`src/bpc_pkg.sv`:
```
// ----------------------------------------------------------------------------
// bpc_pkg
// shared types and constants of the button press classifier
// ----------------------------------------------------------------------------
package bpc_pkg;

  // configuration register widths
  localparam int CFG_W     = 24;
  localparam int POLL_W    = 16;
  localparam int CFG_IDX_W = 3;

  // register indexes
  typedef enum logic [CFG_IDX_W-1:0] {
    CFG_DEAD_TIME      = 3'd0,
    CFG_POLL_INTERVAL  = 3'd1,
    CFG_ACTIVE_LEVEL   = 3'd2,
    CFG_REPEAT_ENABLE  = 3'd3,
    CFG_REPEAT_DELAY   = 3'd4,
    CFG_REPEAT_PERIOD  = 3'd5,
    CFG_LONG_THRESHOLD = 3'd6
  } cfg_index_t;

  // register reset values
  localparam logic [CFG_W-1:0]  RST_DEAD_TIME      = 24'd0;
  localparam logic [POLL_W-1:0] RST_POLL_INTERVAL  = 16'd10000;
  localparam logic              RST_ACTIVE_LEVEL   = 1'b0;
  localparam logic              RST_REPEAT_ENABLE  = 1'b0;
  localparam logic [CFG_W-1:0]  RST_REPEAT_DELAY   = 24'd500000;
  localparam logic [CFG_W-1:0]  RST_REPEAT_PERIOD  = 24'd250000;
  localparam logic [CFG_W-1:0]  RST_LONG_THRESHOLD = 24'd1000000;

  typedef enum logic [1:0] {
    EV_PRESSED  = 2'd0,
    EV_RELEASED = 2'd1,
    EV_CLICKED  = 2'd2,
    EV_LONG     = 2'd3
  } event_t;

  typedef enum logic [1:0] {
    PH_RELEASED = 2'd0,
    PH_PRESSED  = 2'd1,
    PH_LONG     = 2'd2
  } phase_t;

  typedef struct packed {
    logic [CFG_W-1:0]  dead_time;
    logic [POLL_W-1:0] poll_interval;
    logic              active_level;
    logic              repeat_enable;
    logic [CFG_W-1:0]  repeat_delay;
    logic [CFG_W-1:0]  repeat_period;
    logic [CFG_W-1:0]  long_threshold;
  } cfg_t;

  // events produced by one tick, in order
  typedef struct packed {
    logic [1:0] num;
    event_t     ev0;
    event_t     ev1;
  } ev_pair_t;

  typedef struct packed {
    event_t code;
    logic   last;
  } out_entry_t;

  // result queue
  localparam int QUEUE_DEPTH = 4;
  localparam int QUEUE_ROOM  = 2;
  localparam int PTR_W       = $clog2(QUEUE_DEPTH);
  localparam int COUNT_W     = $clog2(QUEUE_DEPTH + 1);

endpackage

```
`src/bpc_if.sv`:
```
// ----------------------------------------------------------------------------
// bpc_if
// valid/ready channels for poll ticks and for events
// ----------------------------------------------------------------------------
interface bpc_tick_if;
  logic valid;
  logic ready;
  logic pin_level;

  modport source (output valid, output pin_level, input ready);
  modport sink (input valid, input pin_level, output ready);
endinterface

interface bpc_event_if;
  logic       valid;
  logic       ready;
  logic [1:0] event_code;
  logic       last_event;

  modport source (output valid, output event_code, output last_event, input ready);
  modport sink (input valid, input event_code, input last_event, output ready);
endinterface

```
`src/bpc_classify.sv`:
```
// ----------------------------------------------------------------------------
// bpc_classify
// next button phase, timers and events for one poll tick
// ----------------------------------------------------------------------------
module bpc_classify #(
  parameter int TIME_BITS = 24
) (
  input  bpc_pkg::cfg_t     cfg,
  input  logic              pin_level,
  input  bpc_pkg::phase_t   phase,
  input  logic [TIME_BITS-1:0] held_time,
  input  logic [TIME_BITS-1:0] repeat_time,
  output bpc_pkg::phase_t   phase_next,
  output logic [TIME_BITS-1:0] held_time_next,
  output logic [TIME_BITS-1:0] repeat_time_next,
  output bpc_pkg::ev_pair_t evs
);

  localparam int CMP_W = (TIME_BITS > bpc_pkg::CFG_W) ? TIME_BITS : bpc_pkg::CFG_W;

  function automatic logic [TIME_BITS-1:0] sat_add(input logic [TIME_BITS-1:0] t,
                                                   input logic [bpc_pkg::POLL_W-1:0] d);
    logic [TIME_BITS:0] s;
    s = {1'b0, t} + (TIME_BITS+1)'(d);
    sat_add = s[TIME_BITS] ? {TIME_BITS{1'b1}} : s[TIME_BITS-1:0];
  endfunction

  function automatic logic time_ge(input logic [TIME_BITS-1:0] t,
                                   input logic [bpc_pkg::CFG_W-1:0] lim);
    time_ge = CMP_W'(t) >= CMP_W'(lim);
  endfunction

  logic                 down;
  logic                 in_dead;
  logic [TIME_BITS-1:0] held_inc;
  logic [TIME_BITS-1:0] rep_inc;
  logic                 click;

  assign down     = (pin_level == cfg.active_level);
  assign in_dead  = (phase == bpc_pkg::PH_PRESSED) && !time_ge(held_time, cfg.dead_time);
  assign held_inc = sat_add(held_time, cfg.poll_interval);
  assign rep_inc  = sat_add(repeat_time, cfg.poll_interval);
  // short press that never started repeating
  assign click    = (phase == bpc_pkg::PH_PRESSED) &&
                    !(cfg.repeat_enable && time_ge(held_time, cfg.repeat_delay));

  always_comb begin
    phase_next       = phase;
    held_time_next   = held_time;
    repeat_time_next = repeat_time;
    evs.num          = 2'd0;
    evs.ev0          = bpc_pkg::EV_PRESSED;
    evs.ev1          = bpc_pkg::EV_CLICKED;
    if (in_dead) begin
      held_time_next = held_inc;
    end else if (down) begin
      if (phase == bpc_pkg::PH_RELEASED) begin
        phase_next       = bpc_pkg::PH_PRESSED;
        held_time_next   = '0;
        repeat_time_next = '0;
        evs.num          = 2'd1;
        evs.ev0          = bpc_pkg::EV_PRESSED;
      end else begin
        held_time_next = held_inc;
        if (cfg.repeat_enable) begin
          if (time_ge(held_inc, cfg.repeat_delay)) begin
            repeat_time_next = rep_inc;
            if (time_ge(rep_inc, cfg.repeat_period)) begin
              repeat_time_next = '0;
              evs.num          = 2'd1;
              evs.ev0          = bpc_pkg::EV_CLICKED;
            end
          end
        end else if (phase == bpc_pkg::PH_PRESSED &&
                     time_ge(held_inc, cfg.long_threshold)) begin
          phase_next = bpc_pkg::PH_LONG;
          evs.num    = 2'd1;
          evs.ev0    = bpc_pkg::EV_LONG;
        end
      end
    end else if (phase != bpc_pkg::PH_RELEASED) begin
      phase_next = bpc_pkg::PH_RELEASED;
      evs.ev0    = bpc_pkg::EV_RELEASED;
      evs.num    = click ? 2'd2 : 2'd1;
    end
  end

endmodule

```
`src/bpc_out_queue.sv`:
```
// ----------------------------------------------------------------------------
// bpc_out_queue
// small result queue, takes up to two events a cycle, hands out one
// ----------------------------------------------------------------------------
module bpc_out_queue (
  input  logic               clk,
  input  logic               rst,
  input  logic               push,
  input  bpc_pkg::ev_pair_t  evs,
  output logic               room,
  bpc_event_if.source        event_ch
);

  bpc_pkg::out_entry_t               entries [bpc_pkg::QUEUE_DEPTH];
  logic [bpc_pkg::PTR_W-1:0]         rd_ptr;
  logic [bpc_pkg::PTR_W-1:0]         wr_ptr;
  logic [bpc_pkg::COUNT_W-1:0]       count;
  logic [1:0]                        push_num;
  logic                              pop;

  assign push_num = push ? evs.num : 2'd0;
  assign pop      = event_ch.valid && event_ch.ready;
  // room for the most events one tick can cause
  assign room     = count <= bpc_pkg::COUNT_W'(bpc_pkg::QUEUE_DEPTH - bpc_pkg::QUEUE_ROOM);

  assign event_ch.valid      = count != '0;
  assign event_ch.event_code = entries[rd_ptr].code;
  assign event_ch.last_event = entries[rd_ptr].last;

  always_ff @(posedge clk) begin
    if (rst) begin
      rd_ptr <= '0;
      wr_ptr <= '0;
      count  <= '0;
    end else begin
      rd_ptr <= rd_ptr + bpc_pkg::PTR_W'(pop);
      wr_ptr <= wr_ptr + bpc_pkg::PTR_W'(push_num);
      count  <= count + bpc_pkg::COUNT_W'(push_num) - bpc_pkg::COUNT_W'(pop);
    end
    if (push_num != 2'd0) begin
      entries[wr_ptr] <= '{code: evs.ev0, last: (push_num == 2'd1)};
    end
    if (push_num == 2'd2) begin
      entries[wr_ptr + bpc_pkg::PTR_W'(1)] <= '{code: evs.ev1, last: 1'b1};
    end
  end

  a_count_bound: assert property (@(posedge clk) disable iff (rst)
    count <= bpc_pkg::COUNT_W'(bpc_pkg::QUEUE_DEPTH))
    else $error("result queue overflow");

  a_no_push_full: assert property (@(posedge clk) disable iff (rst)
    push && evs.num != 2'd0 |-> $past(1'b1) && room)
    else $error("events pushed without room");

endmodule

```
`src/button_press_classifier_core.sv`:
```
// ----------------------------------------------------------------------------
// button_press_classifier_core
// debounce, long press and autorepeat classifier for a polled button pin
// ----------------------------------------------------------------------------
//  channel    dir  handshake      payload
//  tick_ch    in   valid/ready    pin_level
//  event_ch   out  valid/ready    event_code, last_event
//  cfg        in   cfg_we         cfg_index, cfg_data (no back-pressure)
//
//  a tick waits in the input register, then the classifier updates
//  phase and timers and pushes 0, 1 or 2 events into the result queue
//  one tick per cycle while the queue has room; a tick that causes two events
//  limits the rate to the queue's single event read port (one event per cycle)
//  the input register moves on only while the queue has room for two events
//  synchronous reset: phase released, timers zero, registers at defaults,
//  queue empty
// ----------------------------------------------------------------------------
module button_press_classifier_core #(
  parameter int TIME_BITS = 24
) (
  input  logic                             clk,
  input  logic                             rst,
  input  logic                             cfg_we,
  input  logic [bpc_pkg::CFG_IDX_W-1:0]    cfg_index,
  input  logic [bpc_pkg::CFG_W-1:0]        cfg_data,
  bpc_tick_if.sink                         tick_ch,
  bpc_event_if.source                      event_ch
);

  // configuration registers
  bpc_pkg::cfg_t cfg;

  // input register
  logic stage_valid;
  logic stage_pin;
  logic stage_fire;
  logic queue_room;

  // button state
  bpc_pkg::phase_t      phase;
  logic [TIME_BITS-1:0] held_time;
  logic [TIME_BITS-1:0] repeat_time;
  bpc_pkg::phase_t      phase_next;
  logic [TIME_BITS-1:0] held_time_next;
  logic [TIME_BITS-1:0] repeat_time_next;
  bpc_pkg::ev_pair_t    evs;

  // staged tick is classified once the queue can take its events
  assign stage_fire    = stage_valid && queue_room;
  assign tick_ch.ready = !stage_valid || stage_fire;

  // register writes, unknown indexes are dropped
  always_ff @(posedge clk) begin
    if (rst) begin
      cfg.dead_time      <= bpc_pkg::RST_DEAD_TIME;
      cfg.poll_interval  <= bpc_pkg::RST_POLL_INTERVAL;
      cfg.active_level   <= bpc_pkg::RST_ACTIVE_LEVEL;
      cfg.repeat_enable  <= bpc_pkg::RST_REPEAT_ENABLE;
      cfg.repeat_delay   <= bpc_pkg::RST_REPEAT_DELAY;
      cfg.repeat_period  <= bpc_pkg::RST_REPEAT_PERIOD;
      cfg.long_threshold <= bpc_pkg::RST_LONG_THRESHOLD;
    end else if (cfg_we) begin
      case (bpc_pkg::cfg_index_t'(cfg_index))
        bpc_pkg::CFG_DEAD_TIME:      cfg.dead_time      <= cfg_data;
        bpc_pkg::CFG_POLL_INTERVAL:  cfg.poll_interval  <= cfg_data[bpc_pkg::POLL_W-1:0];
        bpc_pkg::CFG_ACTIVE_LEVEL:   cfg.active_level   <= cfg_data[0];
        bpc_pkg::CFG_REPEAT_ENABLE:  cfg.repeat_enable  <= cfg_data[0];
        bpc_pkg::CFG_REPEAT_DELAY:   cfg.repeat_delay   <= cfg_data;
        bpc_pkg::CFG_REPEAT_PERIOD:  cfg.repeat_period  <= cfg_data;
        bpc_pkg::CFG_LONG_THRESHOLD: cfg.long_threshold <= cfg_data;
        default: ;
      endcase
    end
  end

  // input register, refilled in the cycle it empties
  always_ff @(posedge clk) begin
    if (rst) begin
      stage_valid <= 1'b0;
    end else if (tick_ch.ready) begin
      stage_valid <= tick_ch.valid;
    end
    if (tick_ch.valid && tick_ch.ready) begin
      stage_pin <= tick_ch.pin_level;
    end
  end

  bpc_classify #(
    .TIME_BITS (TIME_BITS)
  ) u_classify (
    .cfg              (cfg),
    .pin_level        (stage_pin),
    .phase            (phase),
    .held_time        (held_time),
    .repeat_time      (repeat_time),
    .phase_next       (phase_next),
    .held_time_next   (held_time_next),
    .repeat_time_next (repeat_time_next),
    .evs              (evs)
  );

  // button state advances once per classified tick
  always_ff @(posedge clk) begin
    if (rst) begin
      phase       <= bpc_pkg::PH_RELEASED;
      held_time   <= '0;
      repeat_time <= '0;
    end else if (stage_fire) begin
      phase       <= phase_next;
      held_time   <= held_time_next;
      repeat_time <= repeat_time_next;
    end
  end

  bpc_out_queue u_out_queue (
    .clk      (clk),
    .rst      (rst),
    .push     (stage_fire),
    .evs      (evs),
    .room     (queue_room),
    .event_ch (event_ch)
  );

  // accepted tick lands in the input register
  a_stage_load: assert property (@(posedge clk) disable iff (rst)
    tick_ch.valid && tick_ch.ready |=> stage_valid && stage_pin == $past(tick_ch.pin_level))
    else $error("accepted tick not staged");

  // a stalled tick, the phase and the held time hold
  a_stage_hold: assert property (@(posedge clk) disable iff (rst)
    stage_valid && !stage_fire |=> stage_valid && $stable(stage_pin) && $stable(phase)
      && $stable(held_time))
    else $error("stalled tick or state changed");

  // two events come only from a release
  a_two_release: assert property (@(posedge clk) disable iff (rst)
    stage_fire && evs.num == 2'd2 |-> evs.ev0 == bpc_pkg::EV_RELEASED
      && phase_next == bpc_pkg::PH_RELEASED)
    else $error("event pair not from a release");

endmodule
```
`src/flat_wrapper.sv`:
```
// flat-port wrapper written by rule: the top's interface ports become plain ports
module button_press_classifier_core_flat 
#(
  parameter int TIME_BITS = 24
)
  (clk, rst, cfg_we, cfg_index, cfg_data, tick_ch_valid, tick_ch_pin_level, tick_ch_ready, event_ch_valid, event_ch_event_code, event_ch_last_event, event_ch_ready);
  bpc_tick_if tick_ch_i ();
  bpc_event_if event_ch_i ();
  input  logic clk;
  input  logic rst;
  input  logic cfg_we;
  input  logic [bpc_pkg::CFG_IDX_W-1:0] cfg_index;
  input  logic [bpc_pkg::CFG_W-1:0] cfg_data;
  input wire logic [$bits(tick_ch_i.valid)-1:0] tick_ch_valid;
  input wire logic [$bits(tick_ch_i.pin_level)-1:0] tick_ch_pin_level;
  output wire logic [$bits(tick_ch_i.ready)-1:0] tick_ch_ready;
  output wire logic [$bits(event_ch_i.valid)-1:0] event_ch_valid;
  output wire logic [$bits(event_ch_i.event_code)-1:0] event_ch_event_code;
  output wire logic [$bits(event_ch_i.last_event)-1:0] event_ch_last_event;
  input wire logic [$bits(event_ch_i.ready)-1:0] event_ch_ready;
  assign tick_ch_i.valid = tick_ch_valid;
  assign tick_ch_i.pin_level = tick_ch_pin_level;
  assign tick_ch_ready = tick_ch_i.ready;
  assign event_ch_valid = event_ch_i.valid;
  assign event_ch_event_code = event_ch_i.event_code;
  assign event_ch_last_event = event_ch_i.last_event;
  assign event_ch_i.ready = event_ch_ready;
  button_press_classifier_core #(.TIME_BITS(TIME_BITS)) u_core (.clk(clk), .rst(rst), .cfg_we(cfg_we), .cfg_index(cfg_index), .cfg_data(cfg_data), .tick_ch(tick_ch_i), .event_ch(event_ch_i));
endmodule
```
`config.mk`:
```
export PLATFORM = sky130hd
export DESIGN_NAME = button_press_classifier_core_flat
export DESIGN_NICKNAME = d
export VERILOG_FILES = /design/src/bpc_pkg.sv /design/src/bpc_if.sv /design/src/bpc_classify.sv /design/src/bpc_out_queue.sv /design/src/button_press_classifier_core.sv /design/src/flat_wrapper.sv
export SDC_FILE = /design/constraint.sdc
export NUM_CORES = 1
export LEC_CHECK = 0
export BUFFER_PORTS_ARGS = -buffer_cell sky130_fd_sc_hd__buf_2
export CORE_ASPECT_RATIO = 0.9
export CORE_MARGIN = 2
export CORE_UTILIZATION = 55
export CTS_CLUSTER_SIZE = 16
export DETAILED_ROUTE_END_ITERATION = 12
export PLACE_DENSITY = 0.82
export SLEW_MARGIN = 10
export SYNTH_ARGS = -nofsm -noshare
export SYNTH_HDL_FRONTEND = slang
export SYNTH_SLANG_ARGS = --single-unit
```
`constraint.sdc`:
```
create_clock -name clk -period 8.2 [get_ports clk]
set_input_delay 0.41 -clock clk [delete_from_list [all_inputs] [get_ports clk]]
set_output_delay 0.41 -clock clk [all_outputs]
set_load 0.01 [all_outputs]
```
Yosys cells after proc, flatten, opt, wreduce, memory -nomap -nowiden

Memory sizes are Yosys's and may differ from the RTL's. A register that Yosys moved wholly into a read port is not among the register bits.
Index checks and enable logic that the tools add are counted.

Add/sub/neg operators: 7
Multiply operators: 0
Divide/modulo/power cells: 0
Order comparisons: 6
Equal/unequal tests: 12
Shift-type cells: 0
Muxes and demuxes: 29
Bitwise operators: 1
Reductions and logical operators: 30

Operators by type and width:

| operator             | count |
|---|---|
| $mux W24             | 9 |
| $ge A24 B24 Y1       | 5 |
| $add A24 B16 Y25     | 2 |
| $mux W4              | 5 |
| $mux W2              | 8 |
| $reduce_and A2 Y1    | 8 |
| $reduce_bool A2 Y1   | 6 |
| $reduce_and A5 Y1    | 2 |
| $eq A3 B3 Y1 const B | 3 |
| $mux W3              | 3 |
| $logic_and A1 B1 Y1  | 7 |
| $eq A3 B2 Y1 const B | 2 |
| $eq A2 B1 Y1 const B | 2 |
| $mux W1              | 4 |
| $add A3 B2 Y3        | 1 |
| $eq A3 B1 Y1 const B | 1 |
| $le A3 B2 Y1 const B | 1 |
| $logic_not A1 Y1     | 3 |
| $logic_not A3 Y1     | 1 |
| $ne A3 B1 Y1 const B | 1 |
| $ne A3 B3 Y1 const B | 1 |
| $reduce_bool A3 Y1   | 1 |
| $sub A3 B1 Y3        | 1 |
| $add A2 B1 Y2        | 1 |
| 7 further kinds      | 7 |

Flip-flop bits (word level): 173
Latch bits: 0
Memory bits (writable): 12
ROM bits: 0
Input port bits: 33
Output and inout bits: 5
Logic and storage cells: 101
Memories kept: 1

Memory list:

| name                       | words | bits a word | rd ports | clocked after Yosys merged registers in | write ports | RTL line            | source |
|---|---|---|---|---|---|---|---|
| u_core.u_out_queue.entries | 4     | 3           | 1        | 1                                       | 2           | bpc_out_queue.sv:14 | `bpc_pkg::out_entry_t entries [bpc_pkg::QUEUE_DEPTH];` |

Depth between registers and ports, before layout

Depth after elaboration: 13
Depth in mapped cells: 25
Mapped depth without buffers: 24

By module

Synthesis repeated with hierarchy kept, for this count alone.

Cells, all modules: 1,549
Area total of the unflattened synthesis: 13,608.1 um2

Modules (own cells, without submodules):

| module                       | times used | cells an instance | area each (um2) | sequential area each (um2) |
|---|---|---|---|---|
| button_press_classifier_core | 1          | 662               | 6,765.2         | 3,333.2 |
| bpc_classify                 | 1          | 782               | 5,745.5         | 0.0 |
| bpc_out_queue                | 1          | 105               | 1,097.3         | 460.4 |

Least setup slack after synthesis

No wires, ideal clock.

Path kind: register -> register
From: reg u_core.repeat_time[0]
To: reg u_core.u_out_queue.count[1] (netlist name)
Library setup time: 0.125 ns
Arrival time: 5.323 ns
Required time: 8.075 ns
Slack: 2.752 ns
Stages on the path, launching flop included: 25
Path buffers: 1
Clock period less this slack: 5.448 ns
Path through: dfxtp_1 ha_1 fa_1 a211oi_1 o21bai_1 a21oi_2 o211ai_1 a221oi_2 nor2_1 nor3_1 nor2_1 ha_1 a21o_1 a21o_1 a211o_1 a2111o_1 a31oi_2 o211ai_1 buf_2 nand4_1 ha_1 inv_1 ha_1 fa_1 nor2b_1

Word-level cells in the longest chain between the ends: 12

Ends and longest elaborated chain:

| what                   | RTL line                            | source |
|---|---|---|
| from (decl)            | button_press_classifier_core.sv:42  | `logic [TIME_BITS-1:0] repeat_time;` |
| from (signal assigned) | button_press_classifier_core.sv:111 | `repeat_time <= repeat_time_next;` |
| $add A24 B16 Y25       | bpc_classify.sv:24                  | `s = {1'b0, t} + (TIME_BITS+1)'(d);` |
| $mux W24               | bpc_classify.sv:25                  | `sat_add = s[TIME_BITS] ? {TIME_BITS{1'b1}} : s[TIME_BITS-1:0];` |
| $ge A24 B24 Y1         | bpc_classify.sv:30                  | `time_ge = CMP_W'(t) >= CMP_W'(lim);` |
| $mux W3                | bpc_classify.sv:68                  | `if (time_ge(rep_inc, cfg.repeat_period)) begin` |
| $mux W3                | bpc_classify.sv:66                  | `if (time_ge(held_inc, cfg.repeat_delay)) begin` |
| $mux W4                | bpc_classify.sv:65                  | `if (cfg.repeat_enable) begin` |
| $mux W4                | bpc_classify.sv:57                  | `if (phase == bpc_pkg::PH_RELEASED) begin` |
| $mux W4                | bpc_classify.sv:56                  | `end else if (down) begin` |
| $mux W4                | bpc_classify.sv:54                  | `if (in_dead) begin` |
| $mux W2                | bpc_out_queue.sv:21                 | `assign push_num = push ? evs.num : 2'd0;` |
| $add A3 B2 Y3          | bpc_out_queue.sv:38                 | `count <= count + bpc_pkg::COUNT_W'(push_num) - bpc_pkg::COUNT_W'(pop);` |
| $sub A3 B1 Y3          | bpc_out_queue.sv:38                 |  |
| to (signal assigned)   | bpc_out_queue.sv:38                 |  |
| to (decl)              | bpc_out_queue.sv:17                 | `logic [bpc_pkg::COUNT_W-1:0] count;` |

Every way passes these cells.
A chain may end at the register's enable or synchronous reset.

Worst setup path after layout

From: reg u_core.cfg[74] (netlist name)
To: reg u_core.u_out_queue.count[2] (netlist name)

Word-level cells in the longest chain between the ends: 12
Elaborated cells on any way between the ends: 18
Classes of those cells: add/sub (4); order compare (3); mux (10); reduce/logical (1)

Ends and longest elaborated chain:

| what                                           | RTL line |
|---|---|
| $add A24 B16 Y25                               | bpc_classify.sv:24 |
| $mux W24                                       | bpc_classify.sv:25 |
| $ge A24 B24 Y1                                 | bpc_classify.sv:30 |
| $mux W3 or $logic_and A1 B1 Y1 (tied branches) | bpc_classify.sv:68, bpc_classify.sv:74 |
| $mux W3 (on tied branches)                     | bpc_classify.sv:66, bpc_classify.sv:74 |
| $mux W4 *                                      | bpc_classify.sv:65 |
| $mux W4 *                                      | bpc_classify.sv:57 |
| $mux W4 *                                      | bpc_classify.sv:56 |
| $mux W4 *                                      | bpc_classify.sv:54 |
| $mux W2 *                                      | bpc_out_queue.sv:21 |
| $add A3 B2 Y3 *                                | bpc_out_queue.sv:38 |
| $sub A3 B1 Y3 *                                | bpc_out_queue.sv:38 |

Mark *: on every way between the ends. The rest lies on a longest branch, timed or not.

==> results_dict.tcl <==
set metrics [dict create \
    status "completed" \
    cp-end-kind "flop" \
    worstPathRequired_ns 8.51 \
    clk_latency_ns 0.45 \
    cts_buffers 17 \
    boundaryPins 38 \
    ys_ff_latch 185 \
    cts_setup_buffers 0 \
    ant_nets 0 \
    final_cells 1837 \
    grt_max_degree 94 \
    rows 51 \
    n_fill_cell 1861 \
    ys_seq_area_share_pct 30.7 \
    cp.arrival_ns 6.91 \
    cap_viol_max_count 0 \
    layout_common_cells "nand2_1 (290), dfxtp_1 (184), a21oi_1 (177)" \
    grt_pass1_wl_um 52500 \
    r2r-end "u_core.u_out_queue.count[2]$_SDFF_PP0_" \
    fin_util_pct 60.3 \
    grt_usage_pct 28.2 \
    wl_met3_um 1980 \
    htree_num_levels 4 \
    dp.cells 1805 \
    fin_crit_sh_pct 80.5 \
    power_leakage_nw 5.49 \
    die-area_um2 23200 \
    die_w_um 160 \
    holdPathEnd "u_core.stage_pin$_DFFE_PP_" \
    slew-limit-headroom_pct 27.2 \
    fin_worst_skew_ns 0.00983 \
    critPathKind "reg2reg" \
    cp_num_buf_inv 2 \
    grt_overflow_total 0 \
    hold_violations 0 \
    rrSetupSlack_ns 1.60 \
    area_growth_pct 7.89 \
    ys.warnings.count 0 \
    firstDrtPassIters 5 \
    setup_viol 0 \
    gp_congestion 0.954 \
    whs_ns 0.135 \
    synth.distinct_cells 76 \
    ys.flop_type "dfxtp_1" \
    synth_area_um2 12100 \
    whs_path_depth 1 \
    cp-start-kind "flop" \
    power_density_nw_per_um2 168 \
    r2r-start "u_core.cfg[74]$_SDFFE_PP0P_" \
    setup_tns_ns 0 \
    route.detailed.drc 0 \
    wl_um 32400 \
    die_h_um 145 \
    grt_pass1_vias 10800 \
    wl_met1_um 14400 \
    root_buffer "clkbuf_16" \
    rsz0062_at_grt "false" \
    routed.top_layer "met4" \
    cts.path.max_buffers 2 \
    critical_path.top_delay_family "compound AO/OA/AOI/OAI gates" \
    antenna_found_initial 0 \
    port_buffers 37 \
    cpMaxStageDelayCell "o211ai_1" \
    cts.repair.resized 0 \
    async_flop_share_pct 0 \
    max_clock_freq_mhz 152 \
    core-area_um2 21600 \
    peakVddDrop_v 0.000135 \
    drive_gt1_share_pct 6.99 \
    cts_tree "done" \
    hp-class "in2reg" \
    hpwl_um 23500 \
    vias 11300 \
    drt-vias-per-instance 6.13 \
    antenna_cells 0 \
    dr_wl_met2_um 15100 \
    holdCritStartpoint "tick_ch_pin_level" \
    cts.sinks 185 \
    syn_avg_cell_area_um2 7.91 \
    hold_buffers 0 \
    crit_path_max_fanout 22 \
    wire_per_inst_um 17.7 \
    initial_utilization_pct 55.9 \
    reg2reg_depth 25 \
    first_iter_violations 998 \
    netlist_instances 1529 \
    final_common_cell "nand2_1" \
    clk_pin_slew_ns 0.07 \
    slew_viol_final 0 \
    worstMarginPinSlew_ns 1.09 \
    synth_nets 1722 \
    max_stage_delay_ns 0.79 \
    synth_enable_flop_cells 1 \
    nets 1726 \
    min_period_ns 6.60 \
    crit_top_cell "ha_1" \
]
## power breakdown
group          total [W]  leakage [nW]  switching [W]  internal [W]
combinational   0.000364          3.71       0.000219      0.000146
clock           0.000840         0.285       0.000407      0.000433
sequential      0.000988          1.50      0.0000410      0.000947
total            0.00219          5.49       0.000667       0.00153
## how the worst max path moves through the flow
stage / startpoint / end / cells past startpoint
3_3_place_gp: u_core.cfg[74]$_SDFFE_PP0P_ / u_core.u_out_queue.count[2]$_SDFF_PP0_ / 25
5_1_grt: u_core.repeat_time[0]$_SDFFE_PP0P_ / u_core.u_out_queue.count[2]$_SDFF_PP0_ / 25
3_5_place_dp: u_core.cfg[74]$_SDFFE_PP0P_ / u_core.u_out_queue.count[2]$_SDFF_PP0_ / 25
2_1_floorplan: u_core.repeat_time[0]$_SDFFE_PP0P_ / u_core.u_out_queue.count[1]$_SDFF_PP0_ / 24
4_1_cts: u_core.cfg[74]$_SDFFE_PP0P_ / u_core.u_out_queue.count[2]$_SDFF_PP0_ / 25
6_report: u_core.cfg[74]$_SDFFE_PP0P_ / u_core.u_out_queue.count[2]$_SDFF_PP0_ / 25
## cells in the mapped netlist, types with 12 or more instances
cell type  instances  area [µm²]
nand3b_1          18         135
and2_1            12        75.1
a31oi_1           12        75.1
nand2b_1          13        81.3
a21oi_1          177         886
a211oi_1          24         180
a211o_1           19         166
o21ai_0           43         215
nand2_1          290        1090
nand4_1           14        87.6
nor2_1            74         278
dfxtp_1          184        3680
nor3_1            20         100
o21a_1            14         105
ha_1             157        1960
clkbuf_1          46         173
a22o_1            17         149
inv_1            120         450
o211ai_1          12        90.1
xor2_1            14         123
a21o_1            27         203
nand3_1           45         225
nor2b_1           13        81.3
## metal layers
metal	global-route usage, %	vias to the layer above
met3	4.08	89
met4	11.4	0
met1	36.1	5333
met5	0	-
li1	-	5426
met2	48.2	405
## metrics by stage
| step | total power, W | setup slack [ns] | cell area (µm²) |
|---|---|---|---|
| floorplan | 0.00126 | 2.75 | 12100 |
| global placement | 0.00135 | 1.94 | 12500 |
| detailed placement | 0.00137 | 1.70 | 12500 |
| CTS | 0.00219 | 1.66 | 13100 |
| global route | 0.00227 | 1.22 | 13100 |
| finish | 0.00219 | 1.60 | 13100 |
## flip-flops by register name, indices dropped and copies added, names as in the netlist, 2 cells and up
name / cells
u_core.repeat_time: 24
u_core.phase: 2
u_core.u_out_queue.rd_ptr: 2
u_core.cfg: 114
u_core.u_out_queue.wr_ptr: 2
u_core.held_time: 24
u_core.u_out_queue.entries: 12
u_core.u_out_queue.count: 3
## cell type report
class	count	area, µm²	area share (%)
sequential	185	3710	28.5
multi-input combinational	1162	7690	58.9
clock buffer	18	429	3.29
inverter	121	454	3.48
timing repair buffer	46	255	1.96
clock inverter	14	150	1.15
tap	291	364	2.79
## cell families after synthesis
family,after synthesis,share of synthesized area (%)
AOI/OAI and AO/OA,427,23.4
xor gates and xnor gates,24,1.74
adders and majority gates,160,16.7
buffers and inverters,182,5.90
DFF,185,30.7
muxes,12,1.34
and+or+nand+nor,539,20.1
(Power assumes the default switching activity.)
